`src/hdl/assert_macros.svh`:
```
// Assertion helpers shared by the scheduler RTL.
`ifndef ASSERT_MACROS_SVH
`define ASSERT_MACROS_SVH

// Property checked at every clock edge outside reset.
`define TDCS_ASSERT(lbl, clk, rst_n, prop, msg) \
  lbl: assert property (@(posedge clk) disable iff (!rst_n) (prop)) else $error(msg);

// Consequent must hold in the cycle after the antecedent.
`define TDCS_ASSERT_NEXT(lbl, clk, rst_n, ante, cons, msg) \
  lbl: assert property (@(posedge clk) disable iff (!rst_n) (ante) |=> (cons)) else $error(msg);

`endif

```
`src/hdl/tdcs_pkg.sv`:
```
package tdcs_pkg;

  localparam int NUM_SLOTS_DEF = 16;
  localparam int KEY_W         = 24;
  localparam int TICK_W        = 32;
  localparam int CNT_W         = 5;
  localparam int QUANT_W       = 16;
  localparam int SLOT_W        = 4;
  localparam int CFG_IDX_W     = 2;
  localparam int CFG_DATA_W    = 16;

  localparam logic [CNT_W-1:0]   COUNT_RST   = 5'd1;
  localparam logic [QUANT_W-1:0] QUANTUM_RST = 16'd500;
  localparam logic [CNT_W-1:0]   DONE_MAX    = 5'd31;

  typedef enum logic [CFG_IDX_W-1:0] {
    REG_POLICY  = 2'd0,
    REG_COUNT   = 2'd1,
    REG_QUANTUM = 2'd2,
    REG_NONE    = 2'd3
  } reg_idx_e;

  typedef enum logic [1:0] {
    POL_FIFO = 2'd0,
    POL_RR   = 2'd1,
    POL_SJF  = 2'd2,
    POL_PSJF = 2'd3
  } policy_e;

  typedef enum logic {
    KIND_LOAD = 1'b0,
    KIND_TICK = 1'b1
  } kind_e;

  // controller -> datapath
  typedef struct packed {
    logic load;
    logic tick_start;
    logic scan_rd;
    logic mod_step;
    logic select;
    logic run_rd;
    logic out_load;
  } cmd_t;

  // datapath -> controller
  typedef struct packed {
    logic n_zero;
    logic mod_need;
  } status_t;

endpackage

```
`src/hdl/tdcs_in_if.sv`:
```
interface tdcs_in_if;
  logic                       valid;
  logic                       ready;
  logic                       kind;
  logic [tdcs_pkg::SLOT_W-1:0] slot;
  logic [tdcs_pkg::KEY_W-1:0]  ready_time;
  logic [tdcs_pkg::KEY_W-1:0]  exec_time;

  modport source (output valid, kind, slot, ready_time, exec_time, input ready);
  modport sink   (input valid, kind, slot, ready_time, exec_time, output ready);
endinterface

```
`src/hdl/tdcs_out_if.sv`:
```
interface tdcs_out_if;
  logic                       valid;
  logic                       ready;
  logic                       cpu_busy;
  logic [tdcs_pkg::SLOT_W-1:0] running_slot;
  logic                       finished_valid;
  logic [tdcs_pkg::SLOT_W-1:0] finished_slot;
  logic                       all_done;

  modport source (output valid, cpu_busy, running_slot, finished_valid, finished_slot,
                  all_done, input ready);
  modport sink   (input valid, cpu_busy, running_slot, finished_valid, finished_slot,
                  all_done, output ready);
endinterface

```
`src/hdl/tdcs_ctrl.sv`:
```
`include "assert_macros.svh"

module tdcs_ctrl #(
  parameter int NUM_SLOTS = tdcs_pkg::NUM_SLOTS_DEF,
  localparam int NW = $clog2(NUM_SLOTS) + 1,
  localparam int SW = $clog2(NUM_SLOTS)
) (
  input  logic                clk_i,
  input  logic                rst_ni,
  input  logic                in_valid_i,
  input  logic                in_kind_i,
  output logic                in_ready_o,
  output logic                out_valid_o,
  input  logic                out_ready_i,
  input  logic [NW-1:0]       n_i,
  input  tdcs_pkg::status_t   status_i,
  output tdcs_pkg::cmd_t      cmd_o,
  output logic [SW-1:0]       scan_addr_o
);
  import tdcs_pkg::*;

  typedef enum logic [7:0] {
    ST_IDLE = 8'b0000_0001,
    ST_RET  = 8'b0000_0010,
    ST_SCAN = 8'b0000_0100,
    ST_SEND = 8'b0000_1000,
    ST_MOD  = 8'b0001_0000,
    ST_SEL  = 8'b0010_0000,
    ST_RUN  = 8'b0100_0000,
    ST_OUT  = 8'b1000_0000
  } state_e;

  state_e        state_q, state_d;
  logic [NW-1:0] cnt_q, cnt_d;
  logic          out_valid_q, out_valid_d;
  logic          accept, out_free;

  assign accept      = in_valid_i && in_ready_o;
  assign in_ready_o  = (state_q == ST_IDLE);
  assign out_valid_o = out_valid_q;
  assign out_free    = !out_valid_q || out_ready_i;
  assign scan_addr_o = cnt_q[SW-1:0];

  always_comb begin
    state_d     = state_q;
    cnt_d       = cnt_q;
    cmd_o       = '0;
    out_valid_d = out_valid_q;
    if (out_valid_q && out_ready_i) begin
      out_valid_d = 1'b0;
    end
    case (state_q)
      ST_IDLE: begin
        if (accept) begin
          if (in_kind_i == KIND_TICK) begin
            state_d = ST_RET;
          end else begin
            cmd_o.load = 1'b1;
          end
        end
      end
      ST_RET: begin
        cmd_o.tick_start = 1'b1;
        cnt_d            = '0;
        state_d          = status_i.n_zero ? ST_SEND : ST_SCAN;
      end
      ST_SCAN: begin
        cmd_o.scan_rd  = 1'b1;
        cmd_o.mod_step = 1'b1;
        cnt_d          = cnt_q + 1'b1;
        if (cnt_q == n_i - 1'b1) begin
          state_d = ST_SEND;
        end
      end
      ST_SEND: begin
        cmd_o.mod_step = 1'b1;
        state_d        = ST_MOD;
      end
      ST_MOD: begin
        cmd_o.mod_step = 1'b1;
        if (!status_i.mod_need) begin
          state_d = ST_SEL;
        end
      end
      ST_SEL: begin
        cmd_o.select = 1'b1;
        state_d      = ST_RUN;
      end
      ST_RUN: begin
        cmd_o.run_rd = 1'b1;
        state_d      = ST_OUT;
      end
      ST_OUT: begin
        if (out_free) begin
          cmd_o.out_load = 1'b1;
          out_valid_d    = 1'b1;
          state_d        = ST_IDLE;
        end
      end
      default: begin
        state_d = ST_IDLE;
      end
    endcase
  end

  always_ff @(posedge clk_i or negedge rst_ni) begin
    if (!rst_ni) begin
      state_q     <= ST_IDLE;
      cnt_q       <= '0;
      out_valid_q <= 1'b0;
    end else begin
      state_q     <= state_d;
      cnt_q       <= cnt_d;
      out_valid_q <= out_valid_d;
    end
  end

  `TDCS_ASSERT_NEXT(a_tick_starts, clk_i, rst_ni, accept && in_kind_i == KIND_TICK,
    state_q == ST_RET, "tick beat did not start the retire step")
  `TDCS_ASSERT(a_scan_in_range, clk_i, rst_ni, state_q != ST_SCAN || cnt_q < n_i,
    "scan address beyond active slots")

endmodule

```
`src/hdl/tdcs_dpath.sv`:
```
`include "assert_macros.svh"

module tdcs_dpath #(
  parameter int NUM_SLOTS = tdcs_pkg::NUM_SLOTS_DEF,
  localparam int NW = $clog2(NUM_SLOTS) + 1,
  localparam int SW = $clog2(NUM_SLOTS)
) (
  input  logic                              clk_i,
  input  logic                              rst_ni,
  input  tdcs_pkg::cmd_t                    cmd_i,
  output tdcs_pkg::status_t                 status_o,
  output logic [NW-1:0]                     n_o,
  input  logic [SW-1:0]                     scan_addr_i,
  input  logic [tdcs_pkg::SLOT_W-1:0]       ld_slot_i,
  input  logic [tdcs_pkg::KEY_W-1:0]        ld_ready_i,
  input  logic [tdcs_pkg::KEY_W-1:0]        ld_exec_i,
  input  logic                              cfg_we_i,
  input  logic [tdcs_pkg::CFG_IDX_W-1:0]    cfg_idx_i,
  input  logic [tdcs_pkg::CFG_DATA_W-1:0]   cfg_data_i,
  output logic                              cpu_busy_o,
  output logic [tdcs_pkg::SLOT_W-1:0]       running_slot_o,
  output logic                              finished_valid_o,
  output logic [tdcs_pkg::SLOT_W-1:0]       finished_slot_o,
  output logic                              all_done_o
);
  import tdcs_pkg::*;

  typedef enum logic [1:0] {
    TAG_NONE = 2'd0,
    TAG_RET  = 2'd1,
    TAG_SCAN = 2'd2,
    TAG_RUN  = 2'd3
  } tag_e;

  // slot stores, one read and one write port each
  logic [KEY_W-1:0] ready_mem [NUM_SLOTS];
  logic [KEY_W-1:0] rem_mem   [NUM_SLOTS];
  logic [KEY_W-1:0] rdy_rd_q, rem_rd_q;
  logic [SW-1:0]    rd_addr, rd_idx_q;
  tag_e             tag_q, tag_d;

  policy_e            policy_q;
  logic [CNT_W-1:0]   count_q;
  logic [QUANT_W-1:0] quantum_q;

  logic [NUM_SLOTS-1:0] arrived_q, elig_q;
  logic [TICK_W-1:0]    now_q, last_sw_q;
  logic                 rv_q;
  logic [SW-1:0]        runner_q;
  logic [CNT_W-1:0]     done_q;
  logic                 fin_v_q;
  logic [SLOT_W-1:0]    fin_slot_q;
  logic                 min_v_q;
  logic [SW-1:0]        min_idx_q;
  logic [KEY_W-1:0]     min_key_q;
  logic [NW-1:0]        s0_q;

  logic             busy_q, fin_o_q, done_o_q;
  logic [SLOT_W-1:0] run_o_q, fin_slot_o_q;

  logic             ld_hit;
  logic [SW-1:0]    ld_addr;
  logic             rem_we;
  logic [SW-1:0]    rem_waddr;
  logic [KEY_W-1:0] rem_wdata;
  logic [NW-1:0]    n;
  logic             retire_hit;
  logic             arr_hit, arr_new, el_new;
  logic [KEY_W-1:0] key;

  logic             first_v, cyc_v, next_v, rot, fresh;
  logic [SW-1:0]    first_idx, cyc_idx, next_idx;
  logic [QUANT_W-1:0] q_eff;

  assign n = (int'(count_q) < NUM_SLOTS) ? NW'(count_q) : NW'(NUM_SLOTS);
  assign n_o = n;
  assign status_o.n_zero   = (n == '0);
  assign status_o.mod_need = (n != '0) && (s0_q >= n);

  assign ld_hit  = cmd_i.load && (int'(ld_slot_i) < NUM_SLOTS);
  assign ld_addr = SW'(ld_slot_i);

  always_comb begin
    rd_addr = runner_q;
    tag_d   = TAG_NONE;
    if (cmd_i.tick_start) begin
      tag_d = TAG_RET;
    end else if (cmd_i.scan_rd) begin
      rd_addr = scan_addr_i;
      tag_d   = TAG_SCAN;
    end else if (cmd_i.run_rd && rv_q) begin
      tag_d = TAG_RUN;
    end
  end

  // remaining-time write: load or decrement of the runner
  always_comb begin
    rem_we    = 1'b0;
    rem_waddr = runner_q;
    rem_wdata = rem_rd_q - 1'b1;
    if (ld_hit) begin
      rem_we    = 1'b1;
      rem_waddr = ld_addr;
      rem_wdata = ld_exec_i;
    end else if (tag_q == TAG_RUN && rem_rd_q != '0) begin
      rem_we = 1'b1;
    end
  end

  always_ff @(posedge clk_i) begin
    if (ld_hit) begin
      ready_mem[ld_addr] <= ld_ready_i;
    end
    if (rem_we) begin
      rem_mem[rem_waddr] <= rem_wdata;
    end
    rdy_rd_q <= ready_mem[rd_addr];
    rem_rd_q <= rem_mem[rd_addr];
    rd_idx_q <= rd_addr;
  end

  assign retire_hit = (tag_q == TAG_RET) && rv_q && (rem_rd_q == '0);
  assign arr_hit    = !arrived_q[rd_idx_q] && ({{(TICK_W-KEY_W){1'b0}}, rdy_rd_q} == now_q);
  assign arr_new    = arrived_q[rd_idx_q] || arr_hit;
  assign el_new     = arr_new && (rem_rd_q != '0);
  assign key        = (policy_q == POL_FIFO) ? rdy_rd_q : rem_rd_q;

  // selection
  always_comb begin
    first_v   = 1'b0;
    first_idx = '0;
    cyc_v     = 1'b0;
    cyc_idx   = '0;
    for (int i = NUM_SLOTS - 1; i >= 0; i--) begin
      if (elig_q[i]) begin
        first_v   = 1'b1;
        first_idx = SW'(i);
      end
      if (elig_q[i] && (NW'(i) >= s0_q)) begin
        cyc_v   = 1'b1;
        cyc_idx = SW'(i);
      end
    end
    if (!cyc_v) begin
      cyc_v   = first_v;
      cyc_idx = first_idx;
    end
    q_eff = (quantum_q == '0) ? QUANT_W'(1) : quantum_q;
    rot   = rv_q && ((now_q - last_sw_q) >= {{(TICK_W-QUANT_W){1'b0}}, q_eff});
    next_v   = min_v_q;
    next_idx = min_idx_q;
    case (policy_q)
      POL_RR: begin
        if (!rv_q) begin
          next_v   = first_v;
          next_idx = first_idx;
        end else if (!rot) begin
          next_v   = 1'b1;
          next_idx = runner_q;
        end else begin
          next_v   = cyc_v;
          next_idx = cyc_idx;
        end
      end
      POL_SJF: begin
        if (rv_q) begin
          next_v   = 1'b1;
          next_idx = runner_q;
        end
      end
      default: begin
        next_v   = min_v_q;
        next_idx = min_idx_q;
      end
    endcase
    fresh = !rv_q || (runner_q != next_idx) || ((policy_q == POL_RR) && rot);
  end

  always_ff @(posedge clk_i or negedge rst_ni) begin
    if (!rst_ni) begin
      policy_q  <= POL_FIFO;
      count_q   <= COUNT_RST;
      quantum_q <= QUANTUM_RST;
      tag_q     <= TAG_NONE;
      arrived_q <= '0;
      elig_q    <= '0;
      now_q     <= '0;
      last_sw_q <= '0;
      rv_q      <= 1'b0;
      runner_q  <= '0;
      done_q    <= '0;
      fin_v_q   <= 1'b0;
      min_v_q   <= 1'b0;
      s0_q      <= '0;
      busy_q    <= 1'b0;
      fin_o_q   <= 1'b0;
      done_o_q  <= 1'b0;
    end else begin
      tag_q <= tag_d;
      if (cfg_we_i) begin
        case (reg_idx_e'(cfg_idx_i))
          REG_POLICY:  policy_q  <= policy_e'(cfg_data_i[1:0]);
          REG_COUNT:   count_q   <= cfg_data_i[CNT_W-1:0];
          REG_QUANTUM: quantum_q <= cfg_data_i;
          default: ;
        endcase
      end
      if (ld_hit) begin
        arrived_q[ld_addr] <= 1'b0;
        if (rv_q && runner_q == ld_addr) begin
          rv_q <= 1'b0;
        end
      end
      if (cmd_i.tick_start) begin
        fin_v_q <= 1'b0;
        min_v_q <= 1'b0;
        elig_q  <= '0;
        s0_q    <= NW'(runner_q) + 1'b1;
      end
      if (cmd_i.mod_step && status_o.mod_need) begin
        s0_q <= s0_q - n;
      end
      if (retire_hit) begin
        rv_q    <= 1'b0;
        fin_v_q <= 1'b1;
        if (done_q != DONE_MAX) begin
          done_q <= done_q + 1'b1;
        end
      end
      if (tag_q == TAG_SCAN) begin
        arrived_q[rd_idx_q] <= arr_new;
        elig_q[rd_idx_q]    <= el_new;
        if (el_new && (!min_v_q || key < min_key_q)) begin
          min_v_q <= 1'b1;
        end
      end
      if (cmd_i.select && next_v) begin
        rv_q     <= 1'b1;
        runner_q <= next_idx;
        if (fresh) begin
          last_sw_q <= now_q;
        end
      end
      if (cmd_i.out_load) begin
        busy_q   <= rv_q;
        fin_o_q  <= fin_v_q;
        done_o_q <= (done_q >= count_q);
        now_q    <= now_q + 1'b1;
      end
    end
  end

  // payload registers
  always_ff @(posedge clk_i) begin
    if (cmd_i.tick_start) begin
      fin_slot_q <= SLOT_W'(runner_q);
    end
    if (tag_q == TAG_SCAN && el_new && (!min_v_q || key < min_key_q)) begin
      min_idx_q <= rd_idx_q;
      min_key_q <= key;
    end
    if (cmd_i.out_load) begin
      run_o_q      <= rv_q ? SLOT_W'(runner_q) : '0;
      fin_slot_o_q <= fin_v_q ? fin_slot_q : '0;
    end
  end

  assign cpu_busy_o       = busy_q;
  assign running_slot_o   = run_o_q;
  assign finished_valid_o = fin_o_q;
  assign finished_slot_o  = fin_slot_o_q;
  assign all_done_o       = done_o_q;

  `TDCS_ASSERT(a_done_mono, clk_i, rst_ni, done_q >= $past(done_q),
    "completion count went backwards")
  `TDCS_ASSERT_NEXT(a_retire_clears, clk_i, rst_ni, retire_hit, !rv_q,
    "retired runner still marked valid")

endmodule

```
`src/hdl/tick_driven_cpu_scheduler_top.sv`:
```
// Tick-driven CPU scheduler, up to NUM_SLOTS process slots.
// Input channel in_i: a beat with kind=0 loads a slot (ready time, run length);
// kind=1 advances time by one unit and yields exactly one result beat.
// Output channel out_o: per tick, running slot, finished slot and completion.
// Configuration: cfg_we_i/cfg_idx_i/cfg_data_i write policy, process count,
// quantum; write only while the block is idle.
// Sequencing: a load is written to the slot stores as it is accepted. A tick
// steps through retire, a scan of the n = min(process_count, NUM_SLOTS)
// active slots (skipped when n is zero), start-slot reduction, select, run
// read and output; the scan goes through the single read port of the slot
// stores, and a runner beyond the active slots after a count change adds
// reduction steps for the round-robin start slot.
// One tick is in flight at a time; the next beat is taken as soon as the
// result is registered, even while out_o is stalled.
// If the receiver stalls, the result holds in the output register and a later
// tick waits in its final step until the register frees.
// Reset clears time, runner, arrival flags, completion count and config
// (FIFO, count 1, quantum 500). Slot contents are undefined until loaded.
module tick_driven_cpu_scheduler_top #(
  parameter int NUM_SLOTS = tdcs_pkg::NUM_SLOTS_DEF
) (
  input  logic                            clk_i,
  input  logic                            rst_ni,
  tdcs_in_if.sink                         in_i,
  tdcs_out_if.source                      out_o,
  input  logic                            cfg_we_i,
  input  logic [tdcs_pkg::CFG_IDX_W-1:0]  cfg_idx_i,
  input  logic [tdcs_pkg::CFG_DATA_W-1:0] cfg_data_i
);
  import tdcs_pkg::*;

  localparam int NW = $clog2(NUM_SLOTS) + 1;
  localparam int SW = $clog2(NUM_SLOTS);

  cmd_t          cmd;
  status_t       status;
  logic [NW-1:0] n;
  logic [SW-1:0] scan_addr;

  // sequencer: load, retire, scan, start-slot reduction, select, run, deliver
  tdcs_ctrl #(.NUM_SLOTS(NUM_SLOTS)) u_ctrl (
    .clk_i       (clk_i),
    .rst_ni      (rst_ni),
    .in_valid_i  (in_i.valid),
    .in_kind_i   (in_i.kind),
    .in_ready_o  (in_i.ready),
    .out_valid_o (out_o.valid),
    .out_ready_i (out_o.ready),
    .n_i         (n),
    .status_i    (status),
    .cmd_o       (cmd),
    .scan_addr_o (scan_addr)
  );

  // slot stores, scheduler state, config and result register
  tdcs_dpath #(.NUM_SLOTS(NUM_SLOTS)) u_dpath (
    .clk_i            (clk_i),
    .rst_ni           (rst_ni),
    .cmd_i            (cmd),
    .status_o         (status),
    .n_o              (n),
    .scan_addr_i      (scan_addr),
    .ld_slot_i        (in_i.slot),
    .ld_ready_i       (in_i.ready_time),
    .ld_exec_i        (in_i.exec_time),
    .cfg_we_i         (cfg_we_i),
    .cfg_idx_i        (cfg_idx_i),
    .cfg_data_i       (cfg_data_i),
    .cpu_busy_o       (out_o.cpu_busy),
    .running_slot_o   (out_o.running_slot),
    .finished_valid_o (out_o.finished_valid),
    .finished_slot_o  (out_o.finished_slot),
    .all_done_o       (out_o.all_done)
  );

endmodule
```
`src/flat_wrapper.sv`:
```
// flat-port wrapper written by rule: the top's interface ports become plain ports
module tick_driven_cpu_scheduler_top_flat import tdcs_pkg::*;
#(
  parameter int NUM_SLOTS = tdcs_pkg::NUM_SLOTS_DEF
)
  (clk_i, rst_ni, cfg_we_i, cfg_idx_i, cfg_data_i, in_i_valid, in_i_kind, in_i_slot, in_i_ready_time, in_i_exec_time, in_i_ready, out_o_valid, out_o_cpu_busy, out_o_running_slot, out_o_finished_valid, out_o_finished_slot, out_o_all_done, out_o_ready);
  tdcs_in_if in_i_i ();
  tdcs_out_if out_o_i ();
  input  logic clk_i;
  input  logic rst_ni;
  input  logic cfg_we_i;
  input  logic [tdcs_pkg::CFG_IDX_W-1:0] cfg_idx_i;
  input  logic [tdcs_pkg::CFG_DATA_W-1:0] cfg_data_i;
  input wire logic [$bits(in_i_i.valid)-1:0] in_i_valid;
  input wire logic [$bits(in_i_i.kind)-1:0] in_i_kind;
  input wire logic [$bits(in_i_i.slot)-1:0] in_i_slot;
  input wire logic [$bits(in_i_i.ready_time)-1:0] in_i_ready_time;
  input wire logic [$bits(in_i_i.exec_time)-1:0] in_i_exec_time;
  output wire logic [$bits(in_i_i.ready)-1:0] in_i_ready;
  output wire logic [$bits(out_o_i.valid)-1:0] out_o_valid;
  output wire logic [$bits(out_o_i.cpu_busy)-1:0] out_o_cpu_busy;
  output wire logic [$bits(out_o_i.running_slot)-1:0] out_o_running_slot;
  output wire logic [$bits(out_o_i.finished_valid)-1:0] out_o_finished_valid;
  output wire logic [$bits(out_o_i.finished_slot)-1:0] out_o_finished_slot;
  output wire logic [$bits(out_o_i.all_done)-1:0] out_o_all_done;
  input wire logic [$bits(out_o_i.ready)-1:0] out_o_ready;
  assign in_i_i.valid = in_i_valid;
  assign in_i_i.kind = in_i_kind;
  assign in_i_i.slot = in_i_slot;
  assign in_i_i.ready_time = in_i_ready_time;
  assign in_i_i.exec_time = in_i_exec_time;
  assign in_i_ready = in_i_i.ready;
  assign out_o_valid = out_o_i.valid;
  assign out_o_cpu_busy = out_o_i.cpu_busy;
  assign out_o_running_slot = out_o_i.running_slot;
  assign out_o_finished_valid = out_o_i.finished_valid;
  assign out_o_finished_slot = out_o_i.finished_slot;
  assign out_o_all_done = out_o_i.all_done;
  assign out_o_i.ready = out_o_ready;
  tick_driven_cpu_scheduler_top #(.NUM_SLOTS(NUM_SLOTS)) u_core (.clk_i(clk_i), .rst_ni(rst_ni), .in_i(in_i_i), .out_o(out_o_i), .cfg_we_i(cfg_we_i), .cfg_idx_i(cfg_idx_i), .cfg_data_i(cfg_data_i));
endmodule
```
`config.mk`:
```
export PLATFORM = sky130hd
export DESIGN_NAME = tick_driven_cpu_scheduler_top_flat
export DESIGN_NICKNAME = d
export VERILOG_FILES = /design/src/hdl/tdcs_pkg.sv /design/src/hdl/tdcs_in_if.sv /design/src/hdl/tdcs_out_if.sv /design/src/hdl/tdcs_ctrl.sv /design/src/hdl/tdcs_dpath.sv /design/src/hdl/tick_driven_cpu_scheduler_top.sv /design/src/flat_wrapper.sv
export VERILOG_INCLUDE_DIRS = /design/src /design/src/hdl
export SDC_FILE = /design/constraint.sdc
export NUM_CORES = 2
export LEC_CHECK = 0
export ABC_AREA = 1
export BUFFER_PORTS_ARGS = -buffer_cell sky130_fd_sc_hd__buf_2
export CORE_MARGIN = 10
export CORE_UTILIZATION = 40
export CTS_CLUSTER_DIAMETER = 150
export DETAILED_ROUTE_END_ITERATION = 10
export MAX_ROUTING_LAYER = met4
export PLACE_DENSITY_LB_ADDON = 0.25
export SYNTH_ARGS = -nofsm -noshare
export SYNTH_HDL_FRONTEND = slang
export SYNTH_SLANG_ARGS = --single-unit
```
`constraint.sdc`:
```
create_clock -name clk_i -period 4.6 [get_ports clk_i]
set_input_delay 0.69 -clock clk_i [delete_from_list [all_inputs] [get_ports clk_i]]
set_output_delay 0.69 -clock clk_i [all_outputs]
set_load 0.02 [all_outputs]
```
==> results.md <==
- Final Wtd Congestion: 0.9142
- Highest Clock Rate: ~0.24 GHz
- # port buffers: 88
- Vias per cell: 5.371
- Commonest non-fill, non-tap cells in the layout: edfxtp_1 (808), nand2_1 (682), nor2_1 (588), o21ai_0 (490), inv_1 (392)
- Setup violations, final: 0
- Num Clock Sinks: 1015
- Ports: 89
- CP arrival: 4800 ps
- Req. time, crit path: 5180 ps
- Critical path origin: u_core.u_dpath.now_q[0]
- Origin of the critical flop-to-flop path: u_core.u_dpath.now_q[0]
- Initial Utilization: 40.38%
- Worst Skew: 60.47 ps
- Hold Violations, Final: 0
- Nets: 4610
- CP Capture Type: register
- Vias in the first global route: 31195
- Asr flop ratio synth: 15.27%
- Seq/Total Area, Yosys: 64.08%
- Tot Pwr: 26450 µW
- CP max stage delay: 390 ps
- Slowest-stage cell, CP: fa_2
- Clk Latency, worst-skew pair: 730 ps
- CTS root buffer: clkbuf_16
- Post-synth top flop: edfxtp_1
- Die area: 127800 µm²
- WHS: 69.48 ps
- Synth Register Bits: 1015
- CP dominant cell by count: nand2_1
- Area grow syn2layout: 15.10%
- Mapped Area: 45550 µm²
- Final core occ: a little under half
- LEAKAGE: 0.02007 µW
- Bufs on Longest Clock Path: 3
- DP HPWL: 79990 µm
- Setup CP Type: reg2reg
- Cell Rows: 123
- Num CTS Buffers: around 110
- Ys Warns: 0
- RR Endpoint: u_core.u_dpath.last_sw_q[19]
- Layout cells sized above 1: 11.03%
- Final Max Tran Viols: 0
- Final period util: 91.55%
- Gr usage total: 20.49%
- CP startpoint kind: register
- DR vias: about 32000
- DRC: 0
- Clock Pin Slew Worst Setup and Hold Paths: 60 ps
- Final min period: 4211 ps
- Setup TNS Final: 0 ps
- First-pass GRT wire length: approximately 190000 µm
- Routed WL per cell: about 22 µm
- DR iter-0 viols: 2901
- Min-delay worst type: in2async
- Antenna viol nets, final: 0
- Yosys cell types: 60
- Max IR drop VDD: 0.3388 mV
- Gr ovfl total: 0
- Syn_nets: 4478
- Routed WL: 129900 µm
- Cell area power density: 504.5 nW/µm²
- Commonest non-fill, non-tap cell in the layout: edfxtp_1
- Post-route insts no fill: 6040
- Die X: ~360 µm
- Placed cell count: 5828
- Reg2reg setup slack: around 390 ps
- Status: completed
- CTS tree: done
- Slew margin rel.: 15.21%
- Actual slew at the worst max-slew pin: 1266 ps
- Mapped Cells: approximately 4300
- R2R depth: 30
- Initial antenna violation count: 15
- Initial DRT Pass Iterations: 8
- EDFF count, synth: approximately 800
- CP max FO: 10
- Core Box Area: 112800 µm²
- Largest net degree at the start of global routing: between 150 and 200
- Maxcap violations: 0
- H-tree depth: 3
- Filler cell count in the final layout: ~10000
- Mapped Avg Cell Area: 10.57 µm²
- Die Y: 357.5 µm
==> critical path, delay by kind of cell (launching register included) <==
family | cells | cell delay, ps
AND/OR/NAND/NOR | 18 | 1610
adder cells (fa/ha/maj) | 3 | 740
AO/OA/AOI/OAI | 4 | 670
buffers and inverters | 4 | 470
flip-flops | 1 | 370
XOR/XNOR | 1 | 190
==> report_power, final <==
part / leakage (µW) / internal (µW) / total, µW / switching (µW)
registers: 0.00971 / 11200 / 11800 / 547
clock network: 0.00171 / 4920 / 8560 / 3630
logic: 0.00865 / 1830 / 6130 / 4300
total: 0.0201 / 18000 / 26500 / 8480
==> cell usage after synthesis (7+ instances only) <==
| library cell | number | area (µm²) |
|---|---|---|
| o22ai_1 | 61 | 381.6 |
| a211oi_1 | 7 | 52.55 |
| o21ai_0 | 492 | 2462 |
| dfrtp_1 | 147 | 3679 |
| xor2_1 | 58 | 508.0 |
| nand3_1 | 188 | 940.9 |
| inv_2 | 10 | 37.54 |
| a22oi_1 | 8 | 60.06 |
| nor2_1 | 620 | 2327 |
| o211ai_1 | 50 | 375.4 |
| ha_1 | 90 | 1126 |
| edfxtp_1 | 808 | 24260 |
| nor3_1 | 24 | 120.1 |
| dfxtp_1 | 52 | 1041 |
| nor2_2 | 10 | 62.56 |
| o221ai_1 | 150 | 1314 |
| nand2_1 | 682 | 2560 |
| buf_1 | 7 | 26.28 |
| inv_1 | 394 | 1479 |
| a21oi_1 | 72 | 360.4 |
| dfstp_2 | 8 | 210.2 |
| nand4_1 | 46 | 287.8 |
| nor4_1 | 20 | 125.1 |
| buf_2 | 9 | 45.04 |
| clkbuf_1 | 174 | 653.1 |
| xnor2_1 | 29 | 254.0 |
| or2_2 | 12 | 75.07 |
==> metal layers <==
layer | track usage, % | part of all wire [%]
met1 | 27.64 | 45
met2 | 32.05 | 46
met3 | 2.617 | 5.5
met4 | 6.540 | 3.1
met5 | - | 0
==> cell type report <==
class / count / area [µm²] / area share [%]
clock buffers: 145 / 2920 / 5.570
multi-input cells: 2691 / 14420 / 27.50
repair buffers: 218 / 1841 / 3.510
diodes: 6 / 15.01 / 0.02864
inverters: 411 / 1560 / 2.976
flip-flops and latches: 1015 / 29190 / 55.68
clock inverters: 54 / 605.6 / 1.155
well taps: 1500 / 1877 / 3.579
==> registers in the layout, summed over array words and instances (netlist names), 4 cells and up <==
register / cells
u_core.u_ctrl.cnt_q: 5
u_core.u_ctrl.state_q: 8
u_core.u_dpath.arrived_q: 16
u_core.u_dpath.count_q: 5
u_core.u_dpath.done_q: 5
u_core.u_dpath.elig_q: 16
u_core.u_dpath.fin_slot_q: 4
u_core.u_dpath.finished_slot_o: 4
u_core.u_dpath.last_sw_q: 32
u_core.u_dpath.min_idx_q: 4
u_core.u_dpath.min_key_q: 24
u_core.u_dpath.now_q: 32
u_core.u_dpath.quantum_q: 16
u_core.u_dpath.rd_idx_q: 4
u_core.u_dpath.rdy_rd_q: 24
u_core.u_dpath.ready_mem: 384
u_core.u_dpath.rem_mem: 384
u_core.u_dpath.rem_rd_q: 24
u_core.u_dpath.runner_q: 4
u_core.u_dpath.running_slot_o: 4
u_core.u_dpath.s0_q: 5
==> through the flow <==
stage / area (µm²) / setup slack [ps]
3_3_place_gp: 48700 / 254.1
6_report: 52430 / 388.8
3_5_place_dp: 48700 / 124.9
2_1_floorplan: 45550 / 122.0
5_1_grt: 52430 / -42.83
4_1_cts: 52230 / 98.43
==> kinds of logic (layout without fill, tap and decap cells) <==
| group | Yosys count | in the layout | share of synthesized area (%) |
|---|---|---|---|
| and+or+nand+nor | 1632 | 1633 | 14.92 |
| DFF | 1015 | 1015 | 64.08 |
| AOI/OAI and AO/OA | 873 | 873 | 11.55 |
| buffers and inverters | 605 | 828 | 5.068 |
| adders and majority gates | 92 | 92 | 2.560 |
| xor gates and xnor gates | 87 | 87 | 1.673 |
| muxes | 6 | 6 | 0.1483 |
| other | 0 | 6 | 0 |
==> repair_timing <==
| action | CTS | global route |
|---|---|---|
| gates resized for setup | 0 | 19 |
| hold endpoints to repair | 0 | 0 |
| hold buffers | 0 | 0 |
| endpoints found under the setup margin | 0 | 37 |
| buffers inserted | 0 | 4 |
==> worst max path at each step <==
stage / to / slack (ps) / cells past startpoint
after floorplan: u_core.u_dpath.rem_mem[7][0] / 120 / 11
after global placement: u_core.u_dpath.last_sw_q[17] / 250 / 29
after detailed placement: u_core.u_dpath.last_sw_q[17] / 120 / 29
after CTS: u_core.u_dpath.last_sw_q[17] / 100 / 29
after global routing: u_core.u_dpath.last_sw_q[2] / -40 / 34
final: u_core.u_dpath.last_sw_q[19] / 390 / 30
Power figures use the tool's default switching activity.
